**src/hdl/keypad_debounce_scanner_core_macros.svh**
```systemverilog
// Assertion macros shared by the keypad debounce scanner RTL.
`ifndef KEYPAD_DEBOUNCE_SCANNER_CORE_MACROS_SVH
`define KEYPAD_DEBOUNCE_SCANNER_CORE_MACROS_SVH

`ifndef SYNTHESIS
// Clocked check, disabled while reset is held.
`define KDS_ASSERT(lbl, clk, rstn, prop) \
  lbl: assert property (@(posedge clk) disable iff (!rstn) prop) \
    else $error("kds assertion failed");
// Clocked check that also holds during reset.
`define KDS_ASSERT_ALWAYS(lbl, clk, prop) \
  lbl: assert property (@(posedge clk) prop) \
    else $error("kds assertion failed");
`else
`define KDS_ASSERT(lbl, clk, rstn, prop)
`define KDS_ASSERT_ALWAYS(lbl, clk, prop)
`endif

`endif

```
**src/hdl/kds_pkg.sv**
```systemverilog
// Types and constants of the keypad debounce scanner.
package kds_pkg;

  localparam logic [7:0] NIBBLE_MASK = 8'h0F;
  localparam logic [7:0] BYTE_MASK   = 8'hFF;
  localparam int unsigned STROBE_IDX = 4;   // bit 4, mask 0x10
  localparam int unsigned KEY_BITS   = 7;   // bits below 0x80 are keys

  typedef enum logic [1:0] {
    OP_SCAN   = 2'd0,
    OP_LATCH  = 2'd1,
    OP_REARM  = 2'd2,
    OP_IGNORE = 2'd3
  } kds_op_t;

  typedef enum logic [1:0] {
    REG_PORT_MODE   = 2'd0,
    REG_PRESS_LIMIT = 2'd1,
    REG_REPEAT_NEED = 2'd2
  } kds_reg_t;

  typedef struct packed {
    logic       port_mode;
    logic [3:0] press_limit;
    logic [7:0] repeat_need;
  } kds_cfg_t;

  localparam kds_cfg_t CFG_RESET = '{port_mode: 1'b0, press_limit: 4'd1, repeat_need: 8'd3};

  typedef struct packed {
    kds_op_t    op;
    logic       eight;
    logic [7:0] code;
    logic [2:0] nkeys;
  } kds_item_t;

endpackage

```
**src/hdl/kds_cfg.sv**
```systemverilog
// Configuration register file of the keypad debounce scanner.
module kds_cfg (
  input  logic               clk,
  input  logic               rst_n,
  input  logic               cfg_valid,
  output logic               cfg_ready,
  input  logic [1:0]         cfg_index,
  input  logic [7:0]         cfg_data,
  output kds_pkg::kds_cfg_t  cfg
);
  import kds_pkg::*;

  kds_cfg_t cfg_r, cfg_nxt;

  assign cfg_ready = 1'b1;
  assign cfg       = cfg_r;

  always_comb begin
    cfg_nxt = cfg_r;
    if (cfg_valid) begin
      unique case (cfg_index)
        REG_PORT_MODE:   cfg_nxt.port_mode   = cfg_data[0];
        REG_PRESS_LIMIT: cfg_nxt.press_limit = cfg_data[3:0];
        REG_REPEAT_NEED: cfg_nxt.repeat_need = cfg_data;
        default:         cfg_nxt = cfg_r;
      endcase
    end
  end

  always_ff @(posedge clk) begin
    if (!rst_n) begin
      cfg_r <= CFG_RESET;
    end else begin
      cfg_r <= cfg_nxt;
    end
  end

endmodule

```
**src/hdl/kds_front.sv**
```systemverilog
// Front end: accepts input items, decodes the action and forms code and key count.
module kds_front (
  input  logic              in_valid,
  output logic              in_stall,
  input  logic [1:0]        in_action,
  input  logic [7:0]        in_port_sample,
  input  kds_pkg::kds_cfg_t cfg,
  input  logic              q_ready,
  output logic              q_push,
  output kds_pkg::kds_item_t q_item
);
  import kds_pkg::*;

  logic [7:0] code;
  logic [2:0] nkeys;

  always_comb begin
    if (cfg.port_mode) begin
      code = ~in_port_sample & BYTE_MASK;
    end else begin
      code = ~in_port_sample & NIBBLE_MASK;
    end
    // nibble mode leaves bits 4..6 clear, so one count covers both modes
    nkeys = '0;
    for (int b = 0; b < KEY_BITS; b++) begin
      nkeys = nkeys + {2'b00, code[b]};
    end
  end

  assign in_stall = !q_ready;
  assign q_push   = in_valid && q_ready;

  always_comb begin
    q_item.op    = kds_op_t'(in_action);
    q_item.eight = cfg.port_mode;
    q_item.code  = code;
    q_item.nkeys = nkeys;
  end

endmodule

```
**src/hdl/kds_fifo.sv**
```systemverilog
// Short queue of decoded items between front and back end.
`include "keypad_debounce_scanner_core_macros.svh"
module kds_fifo #(
  parameter int DEPTH = 2
) (
  input  logic               clk,
  input  logic               rst_n,
  input  logic               push,
  input  kds_pkg::kds_item_t push_item,
  output logic               ready,
  output logic               valid,
  input  logic               pop,
  output kds_pkg::kds_item_t pop_item
);
  import kds_pkg::*;

  localparam int AW = (DEPTH > 1) ? $clog2(DEPTH) : 1;
  localparam int CW = $clog2(DEPTH + 1);

  kds_item_t       mem_r [DEPTH];
  logic [AW-1:0]   wptr_r, wptr_nxt;
  logic [AW-1:0]   rptr_r, rptr_nxt;
  logic [CW-1:0]   cnt_r, cnt_nxt;

  assign ready    = cnt_r != CW'(DEPTH);
  assign valid    = cnt_r != '0;
  assign pop_item = mem_r[rptr_r];

  always_comb begin
    wptr_nxt = wptr_r;
    rptr_nxt = rptr_r;
    cnt_nxt  = cnt_r;
    if (push) begin
      wptr_nxt = (wptr_r == AW'(DEPTH - 1)) ? '0 : wptr_r + AW'(1);
    end
    if (pop) begin
      rptr_nxt = (rptr_r == AW'(DEPTH - 1)) ? '0 : rptr_r + AW'(1);
    end
    if (push && !pop) begin
      cnt_nxt = cnt_r + CW'(1);
    end else if (pop && !push) begin
      cnt_nxt = cnt_r - CW'(1);
    end
  end

  always_ff @(posedge clk) begin
    if (push) begin
      mem_r[wptr_r] <= push_item;
    end
  end

  always_ff @(posedge clk) begin
    if (!rst_n) begin
      wptr_r <= '0;
      rptr_r <= '0;
      cnt_r  <= '0;
    end else begin
      wptr_r <= wptr_nxt;
      rptr_r <= rptr_nxt;
      cnt_r  <= cnt_nxt;
    end
  end

  `KDS_ASSERT(a_fill_up, clk, rst_n, (push && !pop) |=> (cnt_r == $past(cnt_r) + CW'(1)))
  `KDS_ASSERT(a_no_pop_empty, clk, rst_n, pop |-> valid)

endmodule

```
**src/hdl/kds_back.sv**
```systemverilog
// Back end: debounce state, press/release detection and the result register.
`include "keypad_debounce_scanner_core_macros.svh"
module kds_back (
  input  logic               clk,
  input  logic               rst_n,
  input  kds_pkg::kds_cfg_t  cfg,
  input  logic               q_valid,
  input  kds_pkg::kds_item_t q_item,
  output logic               q_pop,
  output logic               out_valid,
  input  logic               out_stall,
  output logic               out_key_event,
  output logic [7:0]         out_key_code,
  output logic [7:0]         out_head_code,
  output logic [2:0]         out_pressed_count,
  output logic               out_siren_strobe
);
  import kds_pkg::*;

  logic [7:0] last_r, last_nxt;
  logic [7:0] rep_r, rep_nxt;
  logic       armed_r, armed_nxt;
  logic [7:0] head_r, head_nxt;
  logic [7:0] prev_r, prev_nxt;
  logic       strobe_r, strobe_nxt;
  logic [2:0] cnt_r, cnt_nxt;
  logic       ovalid_r, ovalid_nxt;
  logic       event_r, event_nxt;
  logic       hit;

  assign q_pop = q_valid && (!ovalid_r || !out_stall);

  always_comb begin
    last_nxt   = last_r;
    rep_nxt    = rep_r;
    armed_nxt  = armed_r;
    head_nxt   = head_r;
    prev_nxt   = prev_r;
    strobe_nxt = strobe_r;
    cnt_nxt    = cnt_r;
    event_nxt  = event_r;
    ovalid_nxt = ovalid_r && out_stall;
    hit = armed_r && ({1'b0, q_item.nkeys} <= cfg.press_limit) && (q_item.code == last_r);
    if (q_pop) begin
      ovalid_nxt = 1'b1;
      event_nxt  = 1'b0;
      unique case (q_item.op)
        OP_SCAN: begin
          if (q_item.eight) begin
            strobe_nxt = !q_item.code[STROBE_IDX] && prev_r[STROBE_IDX];
            prev_nxt   = q_item.code;
          end
          priority if (q_item.nkeys != '0) begin
            if (!hit) begin
              rep_nxt = 8'd1;
            end else if (rep_r >= cfg.repeat_need) begin
              armed_nxt = 1'b0;
              event_nxt = 1'b1;
            end else begin
              rep_nxt = rep_r + 8'd1;
            end
          end else if (last_r != '0) begin
            rep_nxt = 8'd1;
          end else if (rep_r >= cfg.repeat_need) begin
            armed_nxt = 1'b1;
            event_nxt = head_r != '0;
          end else begin
            rep_nxt = rep_r + 8'd1;
          end
          last_nxt = q_item.code;
          cnt_nxt  = q_item.nkeys;
        end
        OP_LATCH:  head_nxt = last_r;
        OP_REARM:  armed_nxt = 1'b1;
        OP_IGNORE: begin
        end
      endcase
    end
  end

  always_ff @(posedge clk) begin
    if (!rst_n) begin
      last_r   <= '0;
      rep_r    <= '0;
      armed_r  <= 1'b0;
      head_r   <= '0;
      prev_r   <= '0;
      strobe_r <= 1'b0;
      cnt_r    <= '0;
      ovalid_r <= 1'b0;
      event_r  <= 1'b0;
    end else begin
      last_r   <= last_nxt;
      rep_r    <= rep_nxt;
      armed_r  <= armed_nxt;
      head_r   <= head_nxt;
      prev_r   <= prev_nxt;
      strobe_r <= strobe_nxt;
      cnt_r    <= cnt_nxt;
      ovalid_r <= ovalid_nxt;
      event_r  <= event_nxt;
    end
  end

  // state only moves on a pop, so the result fields read the state directly
  assign out_valid         = ovalid_r;
  assign out_key_event     = event_r;
  assign out_key_code      = last_r;
  assign out_head_code     = head_r;
  assign out_pressed_count = cnt_r;
  assign out_siren_strobe  = strobe_r;

  `KDS_ASSERT(a_quiet_ops, clk, rst_n, (q_pop && q_item.op != OP_SCAN) |=> !event_r)
  `KDS_ASSERT(a_rearm, clk, rst_n, (q_pop && q_item.op == OP_REARM) |=> armed_r)
  `KDS_ASSERT_ALWAYS(a_press_disarms, clk, (rst_n && q_pop && q_item.op == OP_SCAN && event_nxt && q_item.nkeys != '0) |=> !armed_r)

endmodule

```
**src/hdl/keypad_debounce_scanner_core.sv**
```systemverilog
// Top level of the keypad debounce scanner.
// Takes one item (scan, head latch, forced re-arm or ignore) per clock while in_stall is low
// and returns one result per item; sustained rate is one item per cycle while out_stall is
// low. An accepted item is decoded combinationally by the front end and written into the
// QUEUE_DEPTH-entry queue, then popped by the debounce back end, whose single state update
// per item registers the result and sets the rate. The queue absorbs output stalls so input
// transfers continue until it is full. Configuration writes are always ready.
module keypad_debounce_scanner_core #(
  parameter int QUEUE_DEPTH = 2
) (
  input  logic       clk,
  input  logic       rst_n,
  input  logic       in_valid,
  output logic       in_stall,
  input  logic [1:0] in_action,
  input  logic [7:0] in_port_sample,
  output logic       out_valid,
  input  logic       out_stall,
  output logic       out_key_event,
  output logic [7:0] out_key_code,
  output logic [7:0] out_head_code,
  output logic [2:0] out_pressed_count,
  output logic       out_siren_strobe,
  input  logic       cfg_valid,
  output logic       cfg_ready,
  input  logic [1:0] cfg_index,
  input  logic [7:0] cfg_data
);
  import kds_pkg::*;

  kds_cfg_t  cfg;
  kds_item_t push_item;
  kds_item_t pop_item;
  logic      q_push, q_ready, q_valid, q_pop;

  kds_cfg u_cfg (
    .clk       (clk),
    .rst_n     (rst_n),
    .cfg_valid (cfg_valid),
    .cfg_ready (cfg_ready),
    .cfg_index (cfg_index),
    .cfg_data  (cfg_data),
    .cfg       (cfg)
  );

  kds_front u_front (
    .in_valid       (in_valid),
    .in_stall       (in_stall),
    .in_action      (in_action),
    .in_port_sample (in_port_sample),
    .cfg            (cfg),
    .q_ready        (q_ready),
    .q_push         (q_push),
    .q_item         (push_item)
  );

  kds_fifo #(.DEPTH(QUEUE_DEPTH)) u_fifo (
    .clk       (clk),
    .rst_n     (rst_n),
    .push      (q_push),
    .push_item (push_item),
    .ready     (q_ready),
    .valid     (q_valid),
    .pop       (q_pop),
    .pop_item  (pop_item)
  );

  kds_back u_back (
    .clk               (clk),
    .rst_n             (rst_n),
    .cfg               (cfg),
    .q_valid           (q_valid),
    .q_item            (pop_item),
    .q_pop             (q_pop),
    .out_valid         (out_valid),
    .out_stall         (out_stall),
    .out_key_event     (out_key_event),
    .out_key_code      (out_key_code),
    .out_head_code     (out_head_code),
    .out_pressed_count (out_pressed_count),
    .out_siren_strobe  (out_siren_strobe)
  );

endmodule
```
**config.mk**
```make
export PLATFORM = sky130hd
export DESIGN_NAME = keypad_debounce_scanner_core
export DESIGN_NICKNAME = d
export VERILOG_FILES = /design/src/hdl/kds_pkg.sv /design/src/hdl/kds_cfg.sv /design/src/hdl/kds_front.sv /design/src/hdl/kds_fifo.sv /design/src/hdl/kds_back.sv /design/src/hdl/keypad_debounce_scanner_core.sv
export VERILOG_INCLUDE_DIRS = /design/src /design/src/hdl
export SDC_FILE = /design/constraint.sdc
export NUM_CORES = 1
export LEC_CHECK = 0
export BUFFER_PORTS_ARGS = -buffer_cell sky130_fd_sc_hd__buf_2
export CAP_MARGIN = 10
export CORE_UTILIZATION = 40
export CTS_BUF_LIST = sky130_fd_sc_hd__clkbuf_2 sky130_fd_sc_hd__clkbuf_4 sky130_fd_sc_hd__clkbuf_8
export CTS_CLUSTER_DIAMETER = 30
export CTS_CLUSTER_SIZE = 40
export DETAILED_ROUTE_END_ITERATION = 10
export SLEW_MARGIN = 10
export SYNTH_ARGS = -nofsm -noshare
export SYNTH_HDL_FRONTEND = slang
export SYNTH_SLANG_ARGS = --single-unit
export TNS_END_PERCENT = 50
```
**constraint.sdc**
```tcl
create_clock -name clk -period 3.6 [get_ports clk]
set_input_delay 0.72 -clock clk [delete_from_list [all_inputs] [get_ports clk]]
set_output_delay 0.72 -clock clk [all_outputs]
set_load 0.05 [all_outputs]
```
==> results of run 1 <==
-- power groups by stage --
stage	Combinational (mW)	Clock (mW)	Sequential, mW
floorplan	0.558	0	1.25
global placement	0.823	0	1.15
finish	0.832	0.717	1.14
global route	0.910	0.764	1.15
detailed placement	0.836	0	1.16
CTS	0.842	0.731	1.14
-- layer usage --
metal | part of all wire [%] | vias to the layer above | wire length [um] | global-route usage (%)
li1 | - | 1252 | - | -
met1 | 48 | 1166 | 3340 | 19.5
met2 | 47 | 35 | 3230 | 24.6
met3 | 3.0 | 12 | 207 | 3.03
met4 | 1.9 | 0 | 130 | 7.35
met5 | 0 | - | 0 | 0
-- synthesized netlist by cell type (all sizes together), types with 2 or more instances --
| master | instances |
|---|---|
| o21ai | 9 |
| nand2 | 13 |
| dfxtp | 50 |
| mux2i | 32 |
| nand3 | 7 |
| edfxtp | 28 |
| and3 | 5 |
| nand4 | 2 |
| xnor2 | 5 |
| a21oi | 8 |
| nor2 | 39 |
| inv | 23 |
| nor2b | 4 |
| nor3b | 2 |
| mux2 | 3 |
| nand2b | 4 |
| o21a | 2 |
| nor3 | 5 |
| clkbuf | 2 |
| buf | 9 |
| or2 | 2 |
| nor4 | 5 |
| nand3b | 2 |
| xor2 | 11 |
| a211oi | 14 |
| ha | 16 |
| or3 | 5 |
| fa | 3 |
-- cells by family (layout without fill, tap and decap cells) --
kind of cell             Yosys count  after routing  synth area share, %
adder cells (fa/ha/maj)           19             19                 7.21
AO/OA/AOI/OAI                     44             44                 9.32
other                              1              1                0.104
XOR/XNOR                          16             16                 3.88
AND/OR/NAND/NOR                   98             98                 14.6
buffers and inverters             34             89                 3.98
multiplexers                      35             35                 9.91
flip-flops                        78             78                 51.0
-- worst min-delay path: stages (launching register included) --
cell,delay (ns)
dfxtp_1,0.32
nand2_1,0.05
a21oi_1,0.05
-- metrics by stage --
stage                     hold slack [ns]  utilization, %
after floorplan                     0.450               -
after global placement              0.446            45.3
after detailed placement            0.446            45.3
after CTS                           0.463            47.7
after global routing                0.475            47.7
final                               0.460            47.7
-- sequential cells by signal (all words and copies together), names as in the netlist, named ones only --
signal                    cells
u_back.prev_r                 1
u_fifo.rptr_r                 1
u_fifo.mem_r                 28
u_back.out_head_code          8
u_back.out_valid              1
u_fifo.cnt_r                  2
u_back.out_key_code           8
u_back.out_key_event          1
u_back.out_siren_strobe       1
u_fifo.wptr_r                 1
u_cfg.cfg                    13
u_back.rep_r                  8
u_back.out_pressed_count      3
u_back.armed_r                1
-- cell type report --
| cell class | instances | area (um^2) | area share (%) |
|---|---|---|---|
| Clock inverter | 6 | 85.1 | 2.04 |
| Tap cell | 108 | 135 | 3.25 |
| Inverter | 23 | 86.3 | 2.07 |
| Clock buffer | 10 | 131 | 3.16 |
| Sequential cell | 78 | 1840 | 44.2 |
| Timing Repair Buffer | 50 | 258 | 6.19 |
| Multi-Input combinational cell | 213 | 1630 | 39.0 |
-- worst max-delay path by stage --
stage,from,to,slack [ns],cells past startpoint
after global routing,in_port_sample[1],u_fifo.mem_r[0][2]$_DFFE_PP_,0.64,10
after CTS,in_port_sample[0],u_fifo.mem_r[0][2]$_DFFE_PP_,0.77,10
after global placement,in_port_sample[1],u_fifo.mem_r[0][2]$_DFFE_PP_,0.45,10
after floorplan,in_port_sample[0],u_fifo.mem_r[0][2]$_DFFE_PP_,0.58,9
final,in_port_sample[0],u_fifo.mem_r[0][2]$_DFFE_PP_,0.75,10
after detailed placement,in_port_sample[0],u_fifo.mem_r[1][2]$_DFFE_PP_,0.40,10
==> flow_summary_export.csv, run 1 <==
group,metric,value,unit
placed_design,dp_cells,472,
grt,grt_pass1_wl,11.2,mm
worst_setup_path,reg2regPathDepth,8,
final_layout,drive_above_1_share,22.4,%
floorplan,start_util,41.4,%
floorplan,coreArea,8720,um^2
timing,max_freq,350,MHz
timing,fin_ws,0.745,ns
timing,fin_tns_setup,0,ns
worst_setup_path,r2r-start,"u_cfg.cfg[12]$_SDFFE_PN0P_",
pwr,pwr-share-comb,31.0,%
timing,rsz0062_at_grt,"false",
pwr,pwr-share-clk,26.7,%
synth,yosys.area.top_type,"dfxtp_1",
worst_setup_path,slowest_stage,"fa_1",
clocking,hold_buffers,0,
final_layout,fin_cells,488,
grt,grt_pass1_vias,2343,
final_layout,mostFrequentLayoutCell,"dfxtp_1",
synth,ys.warnings.count,0,
synth,netlist_area,3610,um^2
timing,hold_violations,0,
route,wl_per_cell,14.2,um
synth,ys_seq_elements,78,
synth,ys_seq_area_share,51.0,%
floorplan,ios,49,
worst_setup_path,setup.worst_path.class,"input port to register",
route,drc,0,
floorplan,die_h,97.0,um
final_layout,final_area,4160,um^2
worst_setup_path,critPathArrivalTime,2.95,ns
clocking,post-cts-setup-buffers,0,
grt,overflow,0,
timing,maxSlewViolCount,0,
placed_design,dpl.hpwl,4.96,mm
pwr,power.net_switching,0.940,mW
timing,tightest_slew,0.864,ns
synth,synth_top_area_share,27.7,%
final_layout,area_growth,15.3,%
floorplan,dieWidth,97.0,um
clocking,cts_max_path_buffers,2,
clocking,cts_resized,0,
pwr,leakage,1.76,nW
pwr,ir_worst_vdd,0.272,mV
timing,min_period,2.85,ns
pwr,power.total,2.69,mW
final_layout,layout.nets,419,
synth,synth_flop_cell,"dfxtp_1",
worst_hold_path,whs_endpoint,"u_back.out_siren_strobe$_SDFFE_PN0P_",
clocking,clk_pin_slew,0.08,ns
pwr,power_frac_seq,42.3,%
route,ant_nets,0,
route,firstDrtPassIters,4,
synth,synthTopCellsByArea,"dfxtp_1 28%, edfxtp_1 23%, mux2i_1 8.6%",
synth,syn_avg_cell_area,11.1,um^2
pwr,internal_power,1.75,mW
clocking,insertion_delay,0.35,ns
timing,setup_violations,0,
route,vias,2465,
timing,timing.final.crit_share,79.3,%
route,drt_iter0_markers,98,
synth,synthDistinctLibCells,58,
worst_setup_path,endpoint_kind,"register",
clocking,root_buffer,"clkbuf_8",
clocking,cts_made_buffers,9,
grt,grtUsageTotal,15.2,%
worst_setup_path,start_kind,"input port",
floorplan,die-area,9410,um^2
worst_hold_path,min_path_cells,2,
final_layout,n_fill_cell,820,
worst_hold_path,min_from,"u_back.out_siren_strobe$_SDFFE_PN0P_",
synth,synthesis.nets,369,
worst_setup_path,r2r_slack,0.97,ns
placed_design,gp_congestion,0.743,
synth,synth-edff-count,28,
worst_setup_path,reg2reg_to,"u_fifo.mem_r[0][2]$_DFFE_PP_",
timing,slew_headroom,42.3,%
worst_setup_path,cp_slowest_stage_delay,0.49,ns
pwr,power.density,645,nW/um^2
pwr,swShare,35.0,%
placed_design,portBuffers,47,
worst_setup_path,cp.required,3.70,ns
clocking,cts_tree,"done",
grt,grt_antenna_before_repair,0,
grt,grt_max_degree,46,
timing,skew,0.00723,ns
clocking,htreeDepth,3,
run,cap_violations,0,
final_layout,layout_common_cells,"50 x dfxtp_1, 47 x buf_2, 37 x nor2_1, 31 x mux2i_1, 28 x edfxtp_1",
route,totalWireLength,6.91,mm
synth,synthCells,325,
placed_design,place_ws,0.398,ns
worst_setup_path,crit_family,"adder cells",
outcome,status,"finished clean",
placed_design,dpl_cell_area,3950,um^2
worst_setup_path,path_max_fanout,3,
synth,synthArstFlopShare,0,%
worst_setup_path,crit_chain,"buf_2 > inv_1 > ha_1 > fa_1 > inv_1 > fa_1 > inv_1 > ha_1 > fa_1 > xor2_1",
clocking,clock_sinks,78,
worst_setup_path,path_buf_inv,4,
final_layout,n_antenna_cell,0,
floorplan,placementRows,34,
worst_hold_path,hold_class,"register to register",
route,vias_per_cell,5.05,
No activity file was read; power rests on OpenSTA's default activity.
==> run 2, diff against run 1 <==
ABC_AREA = 1   (was unset)
clock period = 2.8 ns   (was 3.6 ns; I/O delays follow)
==> flow_summary_export.csv, run 2 <==
group,metric,value,unit
outcome,status,"finished clean",
final_layout,finalCoreUtilization,48.1,%
clocking,insertion_delay,0.35,ns
worst_hold_path,hold_class,"input port to register",
clocking,cts_max_path_buffers,2,
route,drt_iter0_markers,107,
grt,overflow,0,
route,wl_per_cell,13.5,um
clocking,clock_sinks,78,
synth,synthCells,421,
timing,fin_tns_setup,0,ns
clocking,hold_buffers,0,
worst_hold_path,min_path_cells,1,
synth,synthArstFlopShare,0,%
route,vias,2932,
synth,ys_seq_area_share,51.4,%
synth,synthMostInstantiatedCell,"nand2_1",
synth,ys.warnings.count,0,
worst_setup_path,path_max_fanout,2,
synth,synthDistinctLibCells,35,
synth,synth_top_area_share,28.0,%
route,totalWireLength,8.01,mm
floorplan,placementRows,34,
worst_setup_path,r2r-start,"u_cfg.cfg[12]$_SDFFE_PN0P_",
grt,grt_max_degree,35,
final_layout,largest_reg_flops,28,
timing,min_period,2.62,ns
synth,syn_avg_cell_area,8.51,um^2
timing,maxSlewViolCount,0,
timing,tightest_slew,0.554,ns
placed_design,portBuffers,47,
clocking,post-cts-setup-buffers,0,
floorplan,start_util,41.3,%
route,drc,0,
placed_design,gp_congestion,0.788,
final_layout,final_area,4180,um^2
synth,ys_top_cells_by_count,"91 x nand2_1, 50 x dfxtp_1, 50 x inv_1",
grt,grt_pass1_wl,13.0,mm
route,firstDrtPassIters,4,
clocking,cts_made_buffers,9,
route,vias_per_cell,4.96,
synth,synthesis.nets,465,
worst_setup_path,cp.required,2.90,ns
timing,skew,0.00852,ns
final_layout,area_growth,16.6,%
final_layout,layout.nets,522,
timing,max_freq,382,MHz
pwr,power.density,919,nW/um^2
worst_setup_path,endpoint_kind,"register",
worst_setup_path,start_kind,"input port",
clocking,cts_resized,0,
floorplan,die_h,96.6,um
worst_setup_path,setup.worst_path.class,"input port to register",
clocking,htreeDepth,3,
timing,hold_violations,0,
synth,synth-edff-count,28,
floorplan,ios,49,
final_layout,layout_common_cells,"91 x nand2_1, 50 x inv_1, 50 x dfxtp_1, 47 x buf_2, 44 x a21oi_1",
placed_design,dpl.hpwl,6.00,mm
timing,setup_violations,0,
clocking,cts_tree,"done",
synth,synth_flop_cell,"dfxtp_1",
final_layout,largest_register,"u_fifo.mem_r",
timing,timing.final.crit_share,93.5,%
synth,ys_seq_elements,78,
clocking,clk_pin_slew,0.08,ns
floorplan,die-area,9330,um^2
clocking,root_buffer,"clkbuf_8",
pwr,ir_worst_vdd,0.516,mV
timing,slew_headroom,62.8,%
worst_setup_path,r2r_slack,0.31,ns
grt,grt_pass1_vias,2720,
run,cap_violations,0,
grt,grtUsageTotal,17.6,%
floorplan,dieWidth,96.6,um
worst_setup_path,reg2regPathDepth,8,
worst_setup_path,reg2reg_to,"u_fifo.mem_r[0][1]$_DFFE_PP_",
final_layout,n_antenna_cell,0,
pwr,leakage,1.87,nW
synth,yosys.area.top_type,"dfxtp_1",
final_layout,drive_above_1_share,18.0,%
synth,synthTopCellsByArea,"dfxtp_1 28%, edfxtp_1 23%, nand2_1 9.5%",
worst_hold_path,whs_endpoint,"u_fifo.mem_r[0][13]$_DFFE_PP_",
synth,netlist_area,3580,um^2
worst_hold_path,min_from,"in_action[1]",
grt,grt_antenna_before_repair,0,
route,ant_nets,0,
timing,rsz0062_at_grt,"false",
pwr,power.total,3.84,mW
floorplan,coreArea,8680,um^2
worst_setup_path,critPathArrivalTime,2.72,ns
final_layout,mostFrequentLayoutCell,"nand2_1",
placed_design,dpl_cell_area,3980,um^2
==> run 2: changes by cell type in the layout (fill, tap and decap cells not counted), sizes merged, moves of 5 or more <==
cell	change
nor2	-8
xor2	-7
inv	+30
nand2	+81
buf	+8
nand3	+10
a21oi	+36
o21ai	+31
and3	-5
mux2i	-32
a211oi	-14
or3	-5
==> run 2: worst max-delay path, stage by stage <==
cell and delay, ns:
buf_2 0.08, inv_1 0.04, ha_1 0.31, fa_1 0.50, inv_1 0.05, fa_1 0.47, inv_1 0.04, ha_1 0.18
fa_2 0.33, xor2_1 0.15
==> run 2: how the worst max path moves through the flow <==
stage,from,endpoint,slack (ns),cells after the start
after detailed placement,in_port_sample[0],u_fifo.mem_r[0][2]$_DFFE_PP_,-0.19,10
after CTS,in_port_sample[0],u_fifo.mem_r[1][2]$_DFFE_PP_,0.19,10
after floorplan,in_port_sample[0],u_fifo.mem_r[0][2]$_DFFE_PP_,-0.02,9
final,in_port_sample[0],u_fifo.mem_r[1][2]$_DFFE_PP_,0.18,10
after global routing,in_port_sample[0],u_fifo.mem_r[0][2]$_DFFE_PP_,0.12,10
after global placement,in_port_sample[0],u_fifo.mem_r[1][2]$_DFFE_PP_,-0.13,10
==> run 2: cell families (layout without fill, tap and decap cells) <==
kind of cell             Yosys count  in the layout  synth area share [%]
XOR/XNOR                           5              5                  1.22
AO/OA/AOI/OAI                     92             92                  13.5
AND/OR/NAND/NOR                  159            159                  19.1
adder cells (fa/ha/maj)           19             19                  7.27
other                              1              1                 0.105
buffers and inverters             67            129                  7.44
flip-flops                        78             78                  51.4
==> run 2: metrics by stage <==
step                      std cells  hold slack (ns)  setup WS [ns]
after CTS                       591            0.377          0.192
final                           591            0.396          0.182
after floorplan                 421            0.426        -0.0161
after detailed placement        575            0.442         -0.185
after global placement          575            0.439         -0.131
after global routing            591            0.396          0.119
==> run 2: metal layers <==
| layer | vias up | wire length [um] | share of wire, % | GRT usage, % |
|---|---|---|---|---|
| li1 | 1504 | - | - | - |
| met4 | 0 | 157 | 2.0 | 8.15 |
| met1 | 1337 | 3700 | 46 | 23.4 |
| met5 | - | 0 | 0 | 0 |
| met3 | 14 | 434 | 5.4 | 2.96 |
| met2 | 77 | 3710 | 46 | 28.2 |
==> run 2: area by class of cell <==
cell class              count  area, um^2
clock buffers               9         124
clock inverters             7        75.1
fillers                   873        4500
inverters                  55         206
multi-input cells         276        1480
flip-flops and latches     78        1840
well taps                 108         135
repair buffers             58         318
==> run 2: where the power goes <==
group / switching, mW / total, mW / internal, mW / leakage [nW]
clock: 0.434 / 0.847 / 0.413 / 0.0914
combinational: 1.05 / 1.48 / 0.429 / 1.11
sequential: 0.126 / 1.51 / 1.39 / 0.673
==> run 3, diff against run 2 <==
MAX_ROUTING_LAYER = met4   (was unset)
clock period = 3.1 ns   (was 2.8 ns; I/O delays follow)
==> flow_summary_export.csv, run 3 (synthesis results as in run 2) <==
group,metric,value,unit
clocking,root_buffer,"clkbuf_8",
worst_setup_path,path_max_fanout,3,
worst_setup_path,crit_family,"adder cells",
timing,max_freq,369,MHz
clocking,cts_tree,"done",
clocking,clock_sinks,78,
clocking,cts_resized,0,
worst_setup_path,slowest_stage,"fa_1",
pwr,power_frac_seq,38.7,%
worst_setup_path,cp_slowest_stage_delay,0.48,ns
worst_setup_path,endpoint_kind,"register",
placed_design,dpl.hpwl,5.66,mm
worst_setup_path,r2r-start,"u_cfg.cfg[12]$_SDFFE_PN0P_",
clocking,insertion_delay,0.34,ns
floorplan,coreArea,8680,um^2
clocking,cts_max_path_buffers,2,
final_layout,drive_above_1_share,16.6,%
outcome,status,"finished clean",
timing,slew_headroom,63.8,%
final_layout,n_fill_cell,864,
clocking,clk_pin_slew,0.08,ns
timing,setup_violations,0,
clocking,post-cts-setup-buffers,0,
floorplan,die-area,9330,um^2
timing,skew,0.00808,ns
timing,maxSlewViolCount,0,
final_layout,area_growth,15.9,%
pwr,power.net_switching,1.41,mW
worst_hold_path,min_path_cells,1,
pwr,internal_power,2.10,mW
final_layout,n_antenna_cell,0,
grt,overflow,0,
pwr,pwr-share-clk,24.0,%
worst_setup_path,critPathArrivalTime,2.80,ns
timing,hold_violations,0,
grt,grt_max_degree,35,
floorplan,placementRows,34,
final_layout,layout_common_cells,"91 x nand2_1, 50 x inv_1, 50 x dfxtp_1, 47 x buf_2, 44 x a21oi_1",
floorplan,dieWidth,96.6,um
grt,grt_pass1_vias,2621,
route,wl_per_cell,13.0,um
placed_design,dp_cells,569,
pwr,power.total,3.51,mW
route,vias_per_cell,4.85,
pwr,power.density,845,nW/um^2
worst_setup_path,cp.required,3.18,ns
worst_setup_path,crit_chain,"buf_2 > inv_1 > ha_1 > fa_1 > inv_1 > fa_1 > inv_1 > ha_1 > fa_1 > xor2_1",
clocking,htreeDepth,3,
timing,fin_tns_setup,0,ns
route,ant_nets,0,
run,cap_violations,0,
pwr,swShare,40.2,%
final_layout,mostFrequentLayoutCell,"nand2_1",
final_layout,largest_register,"u_fifo.mem_r",
placed_design,portBuffers,47,
pwr,pwr-share-comb,37.3,%
route,totalWireLength,7.59,mm
worst_setup_path,start_kind,"input port",
worst_setup_path,reg2regPathDepth,9,
floorplan,ios,49,
timing,rsz0062_at_grt,"false",
final_layout,layout.nets,516,
worst_setup_path,r2r_slack,0.43,ns
grt,grt_antenna_before_repair,0,
pwr,ir_worst_vdd,0.406,mV
route,vias,2836,
floorplan,die_h,96.6,um
worst_hold_path,hold_class,"register to register",
route,drt_iter0_markers,91,
timing,min_period,2.71,ns
worst_setup_path,path_buf_inv,4,
worst_setup_path,setup.worst_path.class,"input port to register",
pwr,leakage,1.86,nW
final_layout,largest_reg_flops,28,
final_layout,fin_cells,585,
grt,grt_pass1_wl,12.5,mm
grt,grtUsageTotal,17.2,%
clocking,hold_buffers,0,
worst_hold_path,min_from,"u_fifo.rptr_r$_SDFFE_PN0P_",
floorplan,start_util,41.3,%
timing,tightest_slew,0.540,ns
route,drc,0,
final_layout,finalCoreUtilization,47.8,%
worst_setup_path,reg2reg_to,"u_fifo.mem_r[1][2]$_DFFE_PP_",
placed_design,gp_congestion,0.785,
clocking,cts_made_buffers,9,
timing,timing.final.crit_share,87.4,%
route,firstDrtPassIters,4,
-- run 3: cell types whose count changed in the layout (fill, tap and decap cells not counted) --
cell        previous run  this run
bufinv_16              1         2
clkinv_4               2         1
clkbuf_8               9        10
buf_4                 11         5
fa_1                   2         3
fa_2                   1         0
clkinv_1               1         2
clkinvlp_4             3         1
-- run 3: power groups by stage --
stage | Combinational, mW | Sequential (mW) | Clock, mW
detailed placement | 1.31 | 1.38 | 0
global route | 1.47 | 1.38 | 0.904
finish | 1.31 | 1.36 | 0.843
floorplan | 0.763 | 1.60 | 0
global placement | 1.29 | 1.37 | 0
CTS | 1.32 | 1.36 | 0.856
-- run 3: final cells by class --
type | instances | area (um^2) | area share (%)
flip-flops and latches | 78 | 1840 | 44.4
clock inverters | 6 | 85.1 | 2.05
repair buffers | 52 | 273 | 6.57
clock buffers | 10 | 138 | 3.32
inverters | 55 | 206 | 4.97
well taps | 108 | 135 | 3.25
multi-input cells | 276 | 1470 | 35.5
-- run 3: worst max-delay path by stage --
stage	from	to	slack, ns	cells after the start
floorplan	in_port_sample[0]	u_fifo.mem_r[0][2]$_DFFE_PP_	0.18	9
global placement	in_port_sample[0]	u_fifo.mem_r[0][2]$_DFFE_PP_	0.05	10
detailed placement	in_port_sample[0]	u_fifo.mem_r[0][2]$_DFFE_PP_	0.03	10
CTS	in_port_sample[0]	u_fifo.mem_r[0][2]$_DFFE_PP_	0.40	10
global route	u_cfg.cfg[12]$_SDFFE_PN0P_	u_fifo.mem_r[1][1]$_DFFE_PP_	0.26	8
finish	in_port_sample[0]	u_fifo.mem_r[1][2]$_DFFE_PP_	0.39	10
-- run 3: per-layer routing --
layer | vias up | wire [um] | share of wire, % | global-route usage [%]
met5 | - | 0 | 0 | -
met4 | 0 | 28 | 0.37 | 4.13
met3 | 2 | 279 | 3.7 | 3.97
met2 | 49 | 3480 | 46 | 26.9
met1 | 1293 | 3800 | 50 | 22.8
li1 | 1492 | - | - | -
-- run 3: metrics by stage --
stage	worst slack [ns]	hold WS, ns	area [um^2]
finish	0.389	0.453	4150
global route	0.259	0.451	4150
CTS	0.396	0.446	4150
detailed placement	0.0284	0.441	3930
global placement	0.0534	0.435	3930
floorplan	0.184	0.426	3580
-- run 3: worst register-to-register path, cell delays in order (launching register included) --
cell and delay [ns]:
dfxtp_1 0.35, inv_1 0.16, nor2_1 0.12, fa_1 0.51, inv_1 0.05, fa_1 0.47
inv_1 0.04, ha_1 0.18, fa_1 0.37, xor2_1 0.16
